===== config.mk =====
export PLATFORM = sky130hd
export DESIGN_NAME = window_repeat_decoder
export DESIGN_NICKNAME = d
export VERILOG_FILES = /design/src/rtl/wrd_pkg.sv /design/src/rtl/wrd_cell.sv /design/src/rtl/window_repeat_decoder.sv
export SDC_FILE = /design/constraint.sdc
export NUM_CORES = 1
export LEC_CHECK = 0
export BUFFER_PORTS_ARGS = -buffer_cell sky130_fd_sc_hd__buf_2
export CORE_MARGIN = 8
export CORE_UTILIZATION = 60
export DETAILED_ROUTE_END_ITERATION = 8
export PLACE_DENSITY = 0.79
export REMOVE_ABC_BUFFERS = 1
export SLEW_MARGIN = 10
export SYNTH_ARGS = -nofsm -noshare
export SYNTH_HDL_FRONTEND = slang
export SYNTH_HIERARCHICAL = 1
export SYNTH_SLANG_ARGS = --single-unit

===== constraint.sdc =====
create_clock -name clk -period 3.1 [get_ports clk]
set_input_delay 0.155 -clock clk [delete_from_list [all_inputs] [get_ports clk]]
set_output_delay 0.155 -clock clk [all_outputs]
set_load 0.02 [all_outputs]

===== src/rtl/wrd_pkg.sv =====
`default_nettype none

package wrd_pkg;

    // History window depth and the width of an index into it
    localparam int HISTORY_DEPTH = 32;
    localparam int IDX_W         = $clog2(HISTORY_DEPTH);

    // Byte widths and stream codes
    localparam int BYTE_W   = 8;
    localparam int COUNT_W  = 3;
    localparam logic [BYTE_W-1:0] LITERAL_CODE = 8'hFF;

    // Control that every history cell sees in a cycle
    typedef struct packed {
        logic shift;   // take the neighbor's byte
        logic clear;   // drop the held byte to zero (wins over shift)
    } cell_ctl_t;

endpackage

`default_nettype wire


===== src/rtl/wrd_cell.sv =====
`default_nettype none

module wrd_cell (
    input  wire logic                         clk,
    input  wire logic                         rst_n,
    input  wire wrd_pkg::cell_ctl_t           ctl,
    input  wire logic [wrd_pkg::BYTE_W-1:0]   d_in,
    output logic      [wrd_pkg::BYTE_W-1:0]   q
);

    logic [wrd_pkg::BYTE_W-1:0] byte_reg;
    logic [wrd_pkg::BYTE_W-1:0] byte_next;

    // Clear wins; otherwise advance from the neighbor or hold
    always_comb
    begin
        if (ctl.clear)
        begin
            byte_next = '0;
        end
        else if (ctl.shift)
        begin
            byte_next = d_in;
        end
        else
        begin
            byte_next = byte_reg;
        end
    end

    always_ff @(posedge clk or negedge rst_n)
    begin
        if (!rst_n)
        begin
            byte_reg <= '0;
        end
        else
        begin
            byte_reg <= byte_next;
        end
    end

    assign q = byte_reg;

endmodule

`default_nettype wire


===== src/rtl/window_repeat_decoder.sv =====
`default_nettype none

// Channel   Dir  Handshake            Payload
// s_*       in   s_tvalid/s_tready    s_tdata[7:0] = in_byte, s_tlast = in_last
// m_*       out  m_tvalid/m_tready    m_tdata[7:0] = out_byte, m_tlast = out_last
//
// A copy code emits (code & 7) + 1 output bytes, 1 to 8, one per cycle while
// the output is not stalled; a literal after its marker emits one byte.
// The next item is taken in the cycle that emits the last byte of the current one.
// The copy loop is the 32-cell shift chain: one byte shifts in per cycle
// while not stalled; the source cell is a fixed tap for the whole copy.
// Reset (rst_n low, asynchronous) zeroes every cell and all flags and counts.
// A stall on m_tready holds the output register and freezes the copy.

module window_repeat_decoder (
    input  wire logic       clk,
    input  wire logic       rst_n,
    input  wire logic       s_tvalid,
    output logic            s_tready,
    input  wire logic [7:0] s_tdata,    // [7:0] in_byte
    input  wire logic       s_tlast,
    output logic            m_tvalid,
    input  wire logic       m_tready,
    output logic      [7:0] m_tdata,    // [7:0] out_byte
    output logic            m_tlast
);

    localparam int DEPTH = wrd_pkg::HISTORY_DEPTH;
    localparam int IW    = wrd_pkg::IDX_W;
    localparam int BW    = wrd_pkg::BYTE_W;
    localparam int CW    = wrd_pkg::COUNT_W;

    // Item control
    logic          busy_reg,     busy_next;
    logic          lit_mode_reg, lit_mode_next;
    logic          pending_reg,  pending_next;
    logic          last_reg,     last_next;
    logic [CW-1:0] cnt_reg,      cnt_next;
    logic [IW-1:0] tap_reg,      tap_next;
    logic [BW-1:0] lit_reg,      lit_next;

    // Output register
    logic          out_valid_reg, out_valid_next;
    logic [BW-1:0] out_data_reg,  out_data_next;
    logic          out_last_reg,  out_last_next;

    logic          emit;
    logic          final_emit;
    logic          accept;
    logic          is_marker;
    logic [BW-1:0] tap_byte;
    logic [BW-1:0] emit_byte;

    wrd_pkg::cell_ctl_t cell_ctl;
    logic [BW-1:0]      cell_q [DEPTH];

    // Emit when a byte is due and the output register is free
    assign emit       = busy_reg && (!out_valid_reg || m_tready);
    assign final_emit = emit && (cnt_reg == '0);
    assign s_tready   = !busy_reg || final_emit;
    assign accept     = s_tvalid && s_tready;
    assign is_marker  = !pending_reg && (s_tdata == wrd_pkg::LITERAL_CODE);

    assign tap_byte  = cell_q[tap_reg];
    assign emit_byte = lit_mode_reg ? lit_reg : tap_byte;

    // Shift on every emitted byte; clear when a chunk ends
    always_comb
    begin
        cell_ctl.shift = emit;
        cell_ctl.clear = (final_emit && last_reg) || (accept && is_marker && s_tlast);
    end

    // History chain: cell 0 holds the newest byte
    genvar gi;
    generate
        for (gi = 0; gi < DEPTH; gi++)
        begin : g_cell
            logic [BW-1:0] d_in;
            if (gi == 0)
            begin : g_head
                assign d_in = emit_byte;
            end
            else
            begin : g_body
                assign d_in = cell_q[gi-1];
            end
            wrd_cell u_cell (
                .clk   (clk),
                .rst_n (rst_n),
                .ctl   (cell_ctl),
                .d_in  (d_in),
                .q     (cell_q[gi])
            );
        end
    endgenerate

    // Item sequencing
    always_comb
    begin
        busy_next     = busy_reg;
        lit_mode_next = lit_mode_reg;
        pending_next  = pending_reg;
        last_next     = last_reg;
        cnt_next      = cnt_reg;
        tap_next      = tap_reg;
        lit_next      = lit_reg;

        if (final_emit)
        begin
            busy_next = 1'b0;
        end
        else if (emit)
        begin
            cnt_next = cnt_reg - 1'b1;
        end

        if (accept)
        begin
            last_next = s_tlast;
            if (pending_reg)
            begin
                busy_next     = 1'b1;
                lit_mode_next = 1'b1;
                pending_next  = 1'b0;
                cnt_next      = '0;
                lit_next      = s_tdata;
            end
            else if (is_marker)
            begin
                busy_next    = 1'b0;
                pending_next = !s_tlast;
            end
            else
            begin
                busy_next     = 1'b1;
                lit_mode_next = 1'b0;
                cnt_next      = s_tdata[CW-1:0];
                // distance 32 - (code >> 3) is cell index 31 - (code >> 3)
                tap_next      = ~s_tdata[BW-1:CW];
            end
        end
    end

    // Output register: load on emit, drop once taken
    always_comb
    begin
        out_valid_next = out_valid_reg;
        out_data_next  = out_data_reg;
        out_last_next  = out_last_reg;
        if (emit)
        begin
            out_valid_next = 1'b1;
            out_data_next  = emit_byte;
            out_last_next  = final_emit && last_reg;
        end
        else if (m_tready)
        begin
            out_valid_next = 1'b0;
        end
    end

    always_ff @(posedge clk or negedge rst_n)
    begin
        if (!rst_n)
        begin
            busy_reg      <= 1'b0;
            lit_mode_reg  <= 1'b0;
            pending_reg   <= 1'b0;
            last_reg      <= 1'b0;
            cnt_reg       <= '0;
            out_valid_reg <= 1'b0;
        end
        else
        begin
            busy_reg      <= busy_next;
            lit_mode_reg  <= lit_mode_next;
            pending_reg   <= pending_next;
            last_reg      <= last_next;
            cnt_reg       <= cnt_next;
            out_valid_reg <= out_valid_next;
        end
    end

    always_ff @(posedge clk)
    begin
        tap_reg       <= tap_next;
        lit_reg       <= lit_next;
        out_data_reg  <= out_data_next;
        out_last_reg  <= out_last_next;
    end

    assign m_tvalid = out_valid_reg;
    assign m_tdata  = out_data_reg;
    assign m_tlast  = out_last_reg;

    // An item enters mid-copy only on the copy's final byte
    a_accept_on_final: assert property (@(posedge clk) disable iff (!rst_n)
        (accept && busy_reg) |-> final_emit)
        else $error("item accepted while a copy still has bytes left");

    // A literal emits exactly one byte
    a_literal_single: assert property (@(posedge clk) disable iff (!rst_n)
        (busy_reg && lit_mode_reg) |-> (cnt_reg == '0))
        else $error("literal item with a nonzero byte count");

    // An armed literal never overlaps a running item
    a_pending_idle: assert property (@(posedge clk) disable iff (!rst_n)
        pending_reg |-> !busy_reg)
        else $error("literal armed while an item is running");

    // The newest and oldest history cells read zero right after a chunk ends
    a_clear_window: assert property (@(posedge clk) disable iff (!rst_n)
        cell_ctl.clear |=> ((cell_q[0] == '0) && (cell_q[DEPTH-1] == '0)))
        else $error("history not cleared after end of chunk");

endmodule

`default_nettype wire

==> flow_metrics.env, run 1 <==
export IMPL_worst_r2r_cell_count=8
export IMPL_root_buffer_cell="clkbuf_16"
export IMPL_layout_drive_gt1_share_pct=10.1
export IMPL_post_synthesis_mean_instance_area_um2=11.8
export IMPL_synth_yosys_seq_area_share_pct=52.0
export IMPL_core_outline_area_um2=23200
export IMPL_finalHoldWorstSlack_ps=198
export IMPL_grt_setup_unrepaired="false"
export IMPL_r2r_start="tap_reg[0]"
export IMPL_num_nets_final=1195
export IMPL_worst_setup_path_end_kind="flop"
export IMPL_cts_inserted_buffers=30
export IMPL_layout_cells_most_common="mux2i_1"
export IMPL_remaining_drc_errors=0
export IMPL_tritoncts="yes"
export IMPL_antenna_cells=0
export IMPL_cts_buffer_depth=3
export IMPL_drt_pre_antenna_iters=5
export IMPL_power_leakage_uw=0.00793
export IMPL_route_detailed_vias_per_inst=5.77
export IMPL_fmax_mhz=419
export IMPL_synthToLayoutAreaGrowth_pct=9.76
export IMPL_largest_register_ff_count=256
export IMPL_hpwl_mm=16.6
export IMPL_initial_core_util_pct=60.3
export IMPL_postCtsSetupBuffers=0
export IMPL_crit_arrival_ps=2870
export IMPL_finalMaxSlewViolations=0
export IMPL_run_status="finished, final reports clean"
export IMPL_worstSkewPairLatency_ps=550
export IMPL_cap_viol_max_count=0
export IMPL_grt_overflow_total=0
export IMPL_synthesis_yosys_warnings=6
export IMPL_pre_cts_slack_ps=735
export IMPL_finalWirelength_mm=27.6
export IMPL_grt_max_degree=91
export IMPL_grt_pass1_wl_mm=45.9
export IMPL_synth_cells=1181
export IMPL_worstMarginPinSlew_ps=971
export IMPL_power_density_nw_per_um2=908
export IMPL_worstHoldPathType="in2async"
export IMPL_synthDominantAreaCellType="dfrtp_1"
export IMPL_placed_cells_incl_taps=1455
export IMPL_routed_via_count=8787
export IMPL_gp_congestion=0.776
export IMPL_antenna_found_initial=0
export IMPL_crit_type="reg2reg"
export IMPL_post_synthesis_cell_area_um2=14000
export IMPL_synth_top_cells_by_area="dfrtp_1, mux2i_1, nor2_1"
export IMPL_layout_core_utilization_pct=66.2
export IMPL_floorplan_io_pins=24
export IMPL_time_the_worst_path_needs_with_i_o_delays_and_setup_ps=2380
export IMPL_fp_dieH_um=169
export IMPL_fraction_of_registers_with_async_set_or_reset_after_synthesis_pct=92.3
export IMPL_grtUsageTotal_pct=19.4
export IMPL_post_route_period_util_pct=76.9
export IMPL_die_w_um=169
export IMPL_peakVddDrop_mv=0.621
export IMPL_cts_resized=0
export IMPL_dr_first_iter_drc_count=708
export IMPL_layout_cells_most_common_list="mux2i_1, dfrtp_1, nor2_1, a22oi_1, clkbuf_16"
export IMPL_die_area_um2=28400
export IMPL_cp_max_fo=60
export IMPL_hold_violations=0
export IMPL_max_slew_margin_rel_pct=35.3
export IMPL_port_buffers=23
export IMPL_layoutNonFillerInstCount=1522
export IMPL_synth_ff_latch_count=286
export IMPL_startpoint_class_of_the_critical_path="flop"
export IMPL_first_global_vias=9008
export IMPL_cts_htree_levels=1
export IMPL_critPathRequiredTime_ps=3580
export IMPL_setup_ws_ps=716
export IMPL_skew_ps=9.66
export IMPL_worst_setup_hold_path_clk_slew_ps=60
export IMPL_synth_edff_count=22
export IMPL_final_antenna_net_count=0
export IMPL_clock_sinks=286
export IMPL_crit_start="tap_reg[0]"
export IMPL_yosysUniqueCellTypes=40
export IMPL_synth_main_ff_cell="dfrtp_1"
export IMPL_synthDominantCellAreaShare_pct=47.2
export IMPL_placement_rows=56
export IMPL_wl_per_cell_um=18.1
export IMPL_setup_viol_count_final=0
==> metal layers <==
layer / GRT usage [%] / part of all wire, % / vias up
met5: 0 / 0 / -
met4: 5.67 / 2.6 / 0
met3: 3.17 / 3.5 / 56
met2: 32.7 / 48 / 135
met1: 25.7 / 46 / 4430
li1: - / - / 4166
==> kinds of logic (layout without fill, tap and decap cells) <==
group | count (synthesis) | after routing | synth area share [%]
AOI/OAI and AO/OA | 106 | 106 | 6.46
xor gates and xnor gates | 1 | 1 | 0.0627
adders and majority gates | 2 | 2 | 0.179
buffers and inverters | 106 | 128 | 5.36
DFF | 286 | 286 | 52.0
muxes | 387 | 387 | 27.7
and+or+nand+nor | 293 | 293 | 8.24
==> cell type report <==
type / instances / area, µm²
Fill cell: 1698 / 7850
Sequential cell: 286 / 7270
Multi-Input combinational cell: 789 / 5990
Clock buffer: 47 / 916
Timing Repair Buffer: 64 / 676
Tap cell: 319 / 399
Clock inverter: 8 / 68.8
Inverter: 9 / 33.8
==> synthesized netlist by cell type (2+ instances only) <==
library cell,number
mux2_2,2
a221oi_1,8
o22ai_1,10
nand2b_1,5
a21o_1,2
a22oi_1,32
nor2_1,261
buf_12,2
o41ai_2,8
o22a_1,2
buf_6,39
buf_1,38
nand3_1,3
a21oi_1,16
nand2_1,12
clkbuf_1,9
mux2i_1,385
dfrtp_1,264
buf_4,5
a22o_1,16
ha_1,2
a221oi_2,8
buf_2,3
and2_1,3
edfxtp_1,22
inv_1,9
nor2b_1,2
==> worst max-delay path, cell delays in order (launching register included) <==
cell and delay, ps:
edfxtp_1 440, buf_12 380, mux2i_1 180, a22o_1 250, a221oi_1 210, o22ai_1 130, o41ai_2 420, mux2i_1 130
nor2_1 110
==> timing repair <==
action,in CTS,in global routing
endpoints found under the hold margin,104,0
endpoints found under the setup margin,0,0
hold buffers,12,0
==> path summary, 6_finish.rpt <==
check | endpoint | slack [ps]
worst max-delay path | g_cell[0].u_cell/q[7] | 720
worst min-delay path | g_cell[6].u_cell/q[4] | 200
worst max register to register | g_cell[0].u_cell/q[7] | 720
worst min register to register | g_cell[31].u_cell/q[4] | 530
max in group asynchronous | g_cell[28].u_cell/q[3] | 1960
min in group clk | lit_reg[5] | 380
==> report_power, final <==
part | internal, µW | total (µW) | switching [µW] | leakage [µW]
Combinational | 1930 | 4160 | 2230 | 0.00372
Sequential | 5190 | 6240 | 1050 | 0.00372
Clock | 2100 | 3530 | 1440 | 0.000491
==> stage by stage <==
step	area (µm²)	TNS (ps)	total power, µW
after CTS	15300	0	14000
final	15300	0	13900
after global placement	14200	0	10200
after detailed placement	14200	0	10400
after global routing	15300	0	14800
after floorplan	13300	-1879980	9570
No activity file was read; power rests on OpenSTA's default activity.
==> run 2: changes to the inputs <==
==> constraint.sdc (replaced) <==
create_clock -name clk -period 2.43 [get_ports clk]
set_input_delay 0.1215 -clock clk [delete_from_list [all_inputs] [get_ports clk]]
set_output_delay 0.1215 -clock clk [all_outputs]
set_load 0.02 [all_outputs]
==> flow_metrics.env, run 2 (synthesized netlist as in run 1, its figures left out) <==
export IMPL_final_antenna_net_count=0
export IMPL_root_buffer_cell="clkbuf_16"
export IMPL_grtUsageTotal_pct=20.3
export IMPL_placement_rows=56
export IMPL_cap_viol_max_count=0
export IMPL_num_nets_final=1207
export IMPL_max_slew_margin_rel_pct=51.1
export IMPL_cts_htree_levels=1
export IMPL_critPathRequiredTime_ps=2910
export IMPL_grt_overflow_total=0
export IMPL_crit_arrival_ps=2770
export IMPL_gp_congestion=0.767
export IMPL_worstSkewPairLatency_ps=550
export IMPL_hold_violations=0
export IMPL_grt_max_degree=79
export IMPL_run_status="finished, final reports clean"
export IMPL_worstMarginPinSlew_ps=733
export IMPL_initial_core_util_pct=60.3
export IMPL_antenna_cells=0
export IMPL_startpoint_class_of_the_critical_path="flop"
export IMPL_setup_viol_count_final=0
export IMPL_time_the_worst_path_needs_with_i_o_delays_and_setup_ps=2290
export IMPL_fp_dieH_um=169
export IMPL_power_density_nw_per_um2=1160
export IMPL_layout_drive_gt1_share_pct=10.9
export IMPL_finalMaxSlewViolations=0
export IMPL_placed_cells_incl_taps=1467
export IMPL_core_outline_area_um2=23200
export IMPL_port_buffers=23
export IMPL_first_global_vias=9090
export IMPL_hpwl_mm=17.3
export IMPL_fillers=1707
export IMPL_cp_max_fo=40
export IMPL_routed_via_count=8877
export IMPL_layout_cells_most_common="mux2i_1"
export IMPL_layout_core_utilization_pct=66.9
export IMPL_pre_cts_slack_ps=178
export IMPL_layoutNonFillerInstCount=1535
export IMPL_worst_setup_path_end_kind="flop"
export IMPL_skew_ps=11.3
export IMPL_die_area_um2=28400
export IMPL_worstHoldPathType="in2async"
export IMPL_setup_ws_ps=139
export IMPL_power_leakage_uw=0.00801
export IMPL_wl_per_cell_um=18.4
export IMPL_cts_buffer_depth=3
export IMPL_grt_setup_unrepaired="false"
export IMPL_route_detailed_vias_per_inst=5.78
export IMPL_clock_sinks=286
export IMPL_worst_setup_hold_path_clk_slew_ps=60
export IMPL_dr_first_iter_drc_count=700
export IMPL_synthToLayoutAreaGrowth_pct=10.9
export IMPL_cts_resized=0
export IMPL_largest_register_ff_count=256
export IMPL_crit_type="reg2reg"
export IMPL_die_w_um=169
export IMPL_fmax_mhz=436
export IMPL_cts_inserted_buffers=30
export IMPL_peakVddDrop_mv=1.10
export IMPL_floorplan_io_pins=24
export IMPL_grt_pass1_wl_mm=47.7
export IMPL_layout_cells_most_common_list="mux2i_1, dfrtp_1, nor2_1, a22oi_1, clkbuf_16"
export IMPL_tritoncts="yes"
export IMPL_post_route_period_util_pct=94.3
export IMPL_remaining_drc_errors=0
export IMPL_drt_pre_antenna_iters=6
export IMPL_antenna_found_initial=0
export IMPL_finalWirelength_mm=28.2
[run 2: changes by cell type in the layout (fill, tap and decap cells not counted), sizes merged]
cell,previous run,this run
buf,52,64
clkbuf,47,43
bufinv,1,3
clkinv,7,8
clkinvlp,0,1
inv,9,10
[run 2: per-stage QoR]
step	area, µm²	hold WS [ps]	setup TNS (ps)	total power, µW
3_5_place_dp	14400	154	0	13400
2_1_floorplan	13300	-174	-2062890	11800
3_3_place_gp	14400	156	0	13100
6_report	15500	141	0	18000
4_1_cts	15500	163	0	18200
5_1_grt	15500	194	0	19100
[run 2: area by class of cell]
| cell class | count | area [µm²] | area share, % |
|---|---|---|---|
| clock inverter | 13 | 143 | 0.920 |
| inverter | 9 | 33.8 | 0.218 |
| tap | 319 | 399 | 2.57 |
| timing repair buffer | 76 | 791 | 5.10 |
| sequential | 286 | 7270 | 46.9 |
| clock buffer | 43 | 891 | 5.74 |
| multi-input combinational | 789 | 5990 | 38.6 |
[run 2: worst paths after layout]
check	startpoint	slack, ps	to	depth (start not counted)
worst max-delay path	tap_reg[0]	140	g_cell[0].u_cell/q[3]	8
worst min-delay path	rst_n	140	g_cell[15].u_cell/q[4]	2
worst max register to register	tap_reg[0]	140	g_cell[0].u_cell/q[3]	8
worst min register to register	lit_mode_reg	480	lit_mode_reg	1
max in group asynchronous	rst_n	1450	g_cell[4].u_cell/q[3]	3
min in group clk	s_tdata[5]	360	lit_reg[5]	2
[run 2: critical path, stage by stage, from the launching register on]
cell and delay, ps:
edfxtp_1 440, buf_12 310, mux2i_1 120, a22o_1 250
a221oi_1 210, o22ai_1 150, o41ai_2 480, mux2i_1 130
nor2_1 100
[run 2: what timing repair did]
item | in CTS | in global routing
setup endpoints to repair | 0 | 0
endpoints found under the hold margin | 92 | 0
buffers inserted | 0 | 0
hold buffers | 12 | 0
[run 2: power breakdown]
| group | switching (µW) | internal, µW |
|---|---|---|
| combinational | 2830 | 2500 |
| sequential | 1370 | 6620 |
| clock | 1870 | 2850 |
[run 2: metal layers]
layer	vias to the layer above	GRT usage, %	share of wire (%)
met4	0	6.21	2.7
met2	173	33.3	48
met5	-	0	0
li1	4184	-	-
met3	54	3.28	4.5
met1	4466	27.5	45
==> run 3: changes to the inputs <==
--- a/config.mk
+++ b/config.mk
@@ -8,6 +8,7 @@
 export BUFFER_PORTS_ARGS = -buffer_cell sky130_fd_sc_hd__buf_2
 export CORE_MARGIN = 8
 export CORE_UTILIZATION = 60
+export CTS_CLUSTER_DIAMETER = 40
 export DETAILED_ROUTE_END_ITERATION = 8
 export PLACE_DENSITY = 0.79
 export REMOVE_ABC_BUFFERS = 1
==> constraint.sdc (replaced) <==
create_clock -name clk -period 2.9 [get_ports clk]
set_input_delay 0.145 -clock clk [delete_from_list [all_inputs] [get_ports clk]]
set_output_delay 0.145 -clock clk [all_outputs]
set_load 0.02 [all_outputs]
==> flow_metrics.env, run 3 (synthesized netlist as in run 1, its figures left out) <==
export IMPL_run_status="finished, final reports clean"
export IMPL_synthToLayoutAreaGrowth_pct=12.5
export IMPL_cts_resized=0
export IMPL_cts_buffer_depth=3
export IMPL_fp_dieH_um=169
export IMPL_finalMaxSlewViolations=0
export IMPL_num_nets_final=1203
export IMPL_placed_cells_incl_taps=1454
export IMPL_crit_arrival_ps=2890
export IMPL_grt_overflow_total=0
export IMPL_ctsHoldBuffers=12
export IMPL_time_the_worst_path_needs_with_i_o_delays_and_setup_ps=2450
export IMPL_final_setup_tns_ps=0
export IMPL_wl_per_cell_um=18.8
export IMPL_power_leakage_uw=0.00809
export IMPL_tritoncts="yes"
export IMPL_port_buffers=23
export IMPL_cp_max_fo=8
export IMPL_placement_rows=56
export IMPL_hpwl_mm=16.6
export IMPL_worstSkewPairLatency_ps=520
export IMPL_postCtsSetupBuffers=0
export IMPL_setup_viol_count_final=0
export IMPL_path_cells="and2_1 > buf_4 > a22o_1 > a221oi_1 > o22ai_1 > o41ai_2 > mux2i_1 > nor2_1"
export IMPL_clock_sinks=286
export IMPL_critPathRequiredTime_ps=3350
export IMPL_route_detailed_vias_per_inst=5.86
export IMPL_worst_setup_path_end_kind="flop"
export IMPL_die_area_um2=28400
export IMPL_grt_pass1_wl_mm=48.1
export IMPL_grt_setup_unrepaired="false"
export IMPL_die_w_um=169
export IMPL_root_buffer_cell="clkbuf_16"
export IMPL_cts_inserted_buffers=39
export IMPL_remaining_drc_errors=0
export IMPL_crit_type="reg2reg"
export IMPL_layoutNonFillerInstCount=1536
export IMPL_drt_pre_antenna_iters=7
export IMPL_setup_ws_ps=454
export IMPL_layout_drive_gt1_share_pct=11.6
export IMPL_max_slew_margin_rel_pct=28.7
export IMPL_gp_congestion=0.775
export IMPL_met3_length_mm=1.37
export IMPL_maxUsedRoutingLayer="met4"
export IMPL_cell_with_the_largest_stage_delay_on_the_worst_path="edfxtp_1"
export IMPL_core_outline_area_um2=23200
export IMPL_cap_viol_max_count=0
export IMPL_antenna_cells=0
export IMPL_pre_cts_slack_ps=553
export IMPL_met1_length_mm=12.4
export IMPL_hold_violations=0
export IMPL_startpoint_class_of_the_critical_path="flop"
export IMPL_worstHoldPathType="in2async"
export IMPL_power_density_nw_per_um2=1020
export IMPL_finalWirelength_mm=28.9
export IMPL_fmax_mhz=409
export IMPL_routed_via_count=9000
export IMPL_peakVddDrop_mv=0.774
export IMPL_first_global_vias=9239
export IMPL_dr_first_iter_drc_count=577
export IMPL_post_route_period_util_pct=84.3
export IMPL_layout_cells_most_common_list="mux2i_1, dfrtp_1, nor2_1, clkbuf_16, a22oi_1"
export IMPL_initial_core_util_pct=60.3
export IMPL_finalHoldWorstSlack_ps=209
export IMPL_worstMarginPinSlew_ps=1070
export IMPL_floorplan_io_pins=24
export IMPL_crit_path_max_cell_delay_ps=470
export IMPL_met2_wirelength_mm=14.3
export IMPL_worst_setup_hold_path_clk_slew_ps=60
export IMPL_skew_ps=12.6
export IMPL_grt_max_degree=79
export IMPL_antenna_found_initial=0
export IMPL_layout_cells_most_common="mux2i_1"
export IMPL_largest_register_ff_count=256
export IMPL_final_total_power_uw=16000
export IMPL_cts_htree_levels=2
export IMPL_final_antenna_net_count=0
export IMPL_grtUsageTotal_pct=20.7
run 3: critical path, delay by kind of cell (launching register included):
family	cells	cell delay [ps]
buffers and inverters	1	250
AND/OR/NAND/NOR	2	470
flip-flops	1	470
multiplexers	1	130
AO/OA/AOI/OAI	4	1070
run 3: final cells by class:
cell class	count	area (µm²)
clock buffers	48	1100
clock inverters	22	254
fillers	1703	7470
inverters	9	33.8
multi-input cells	789	5990
flip-flops and latches	286	7270
well taps	319	399
repair buffers	63	681
run 3: layer usage:
| layer | vias to the layer above | track usage [%] |
|---|---|---|
| li1 | 4178 | - |
| met1 | 4564 | 26.6 |
| met2 | 192 | 34.4 |
| met3 | 66 | 3.94 |
| met4 | 0 | 7.76 |
| met5 | - | 0 |
run 3: stage by stage:
step	area [µm²]	util, %
after floorplan	13300	-
after global placement	14200	61.4
after detailed placement	14200	61.4
after CTS	15700	67.8
after global routing	15700	67.8
final	15700	67.8
run 3: worst paths after layout:
| path | from | depth (start not counted) | endpoint | slack (ps) |
|---|---|---|---|---|
| max | tap_reg[1] | 8 | g_cell[0].u_cell/q[5] | 450 |
| max in group asynchronous | rst_n | 3 | g_cell[7].u_cell/q[3] | 1750 |
| min | rst_n | 2 | g_cell[9].u_cell/q[4] | 210 |
| min in group clk | s_tdata[3] | 2 | lit_reg[3] | 430 |
| min reg2reg | last_reg | 1 | last_reg | 520 |
| max reg2reg | tap_reg[1] | 8 | g_cell[0].u_cell/q[5] | 450 |
run 3: where the power goes:
group,switching [µW],internal (µW)
Combinational,2380,2060
Sequential,1160,5550
Clock,1800,3080
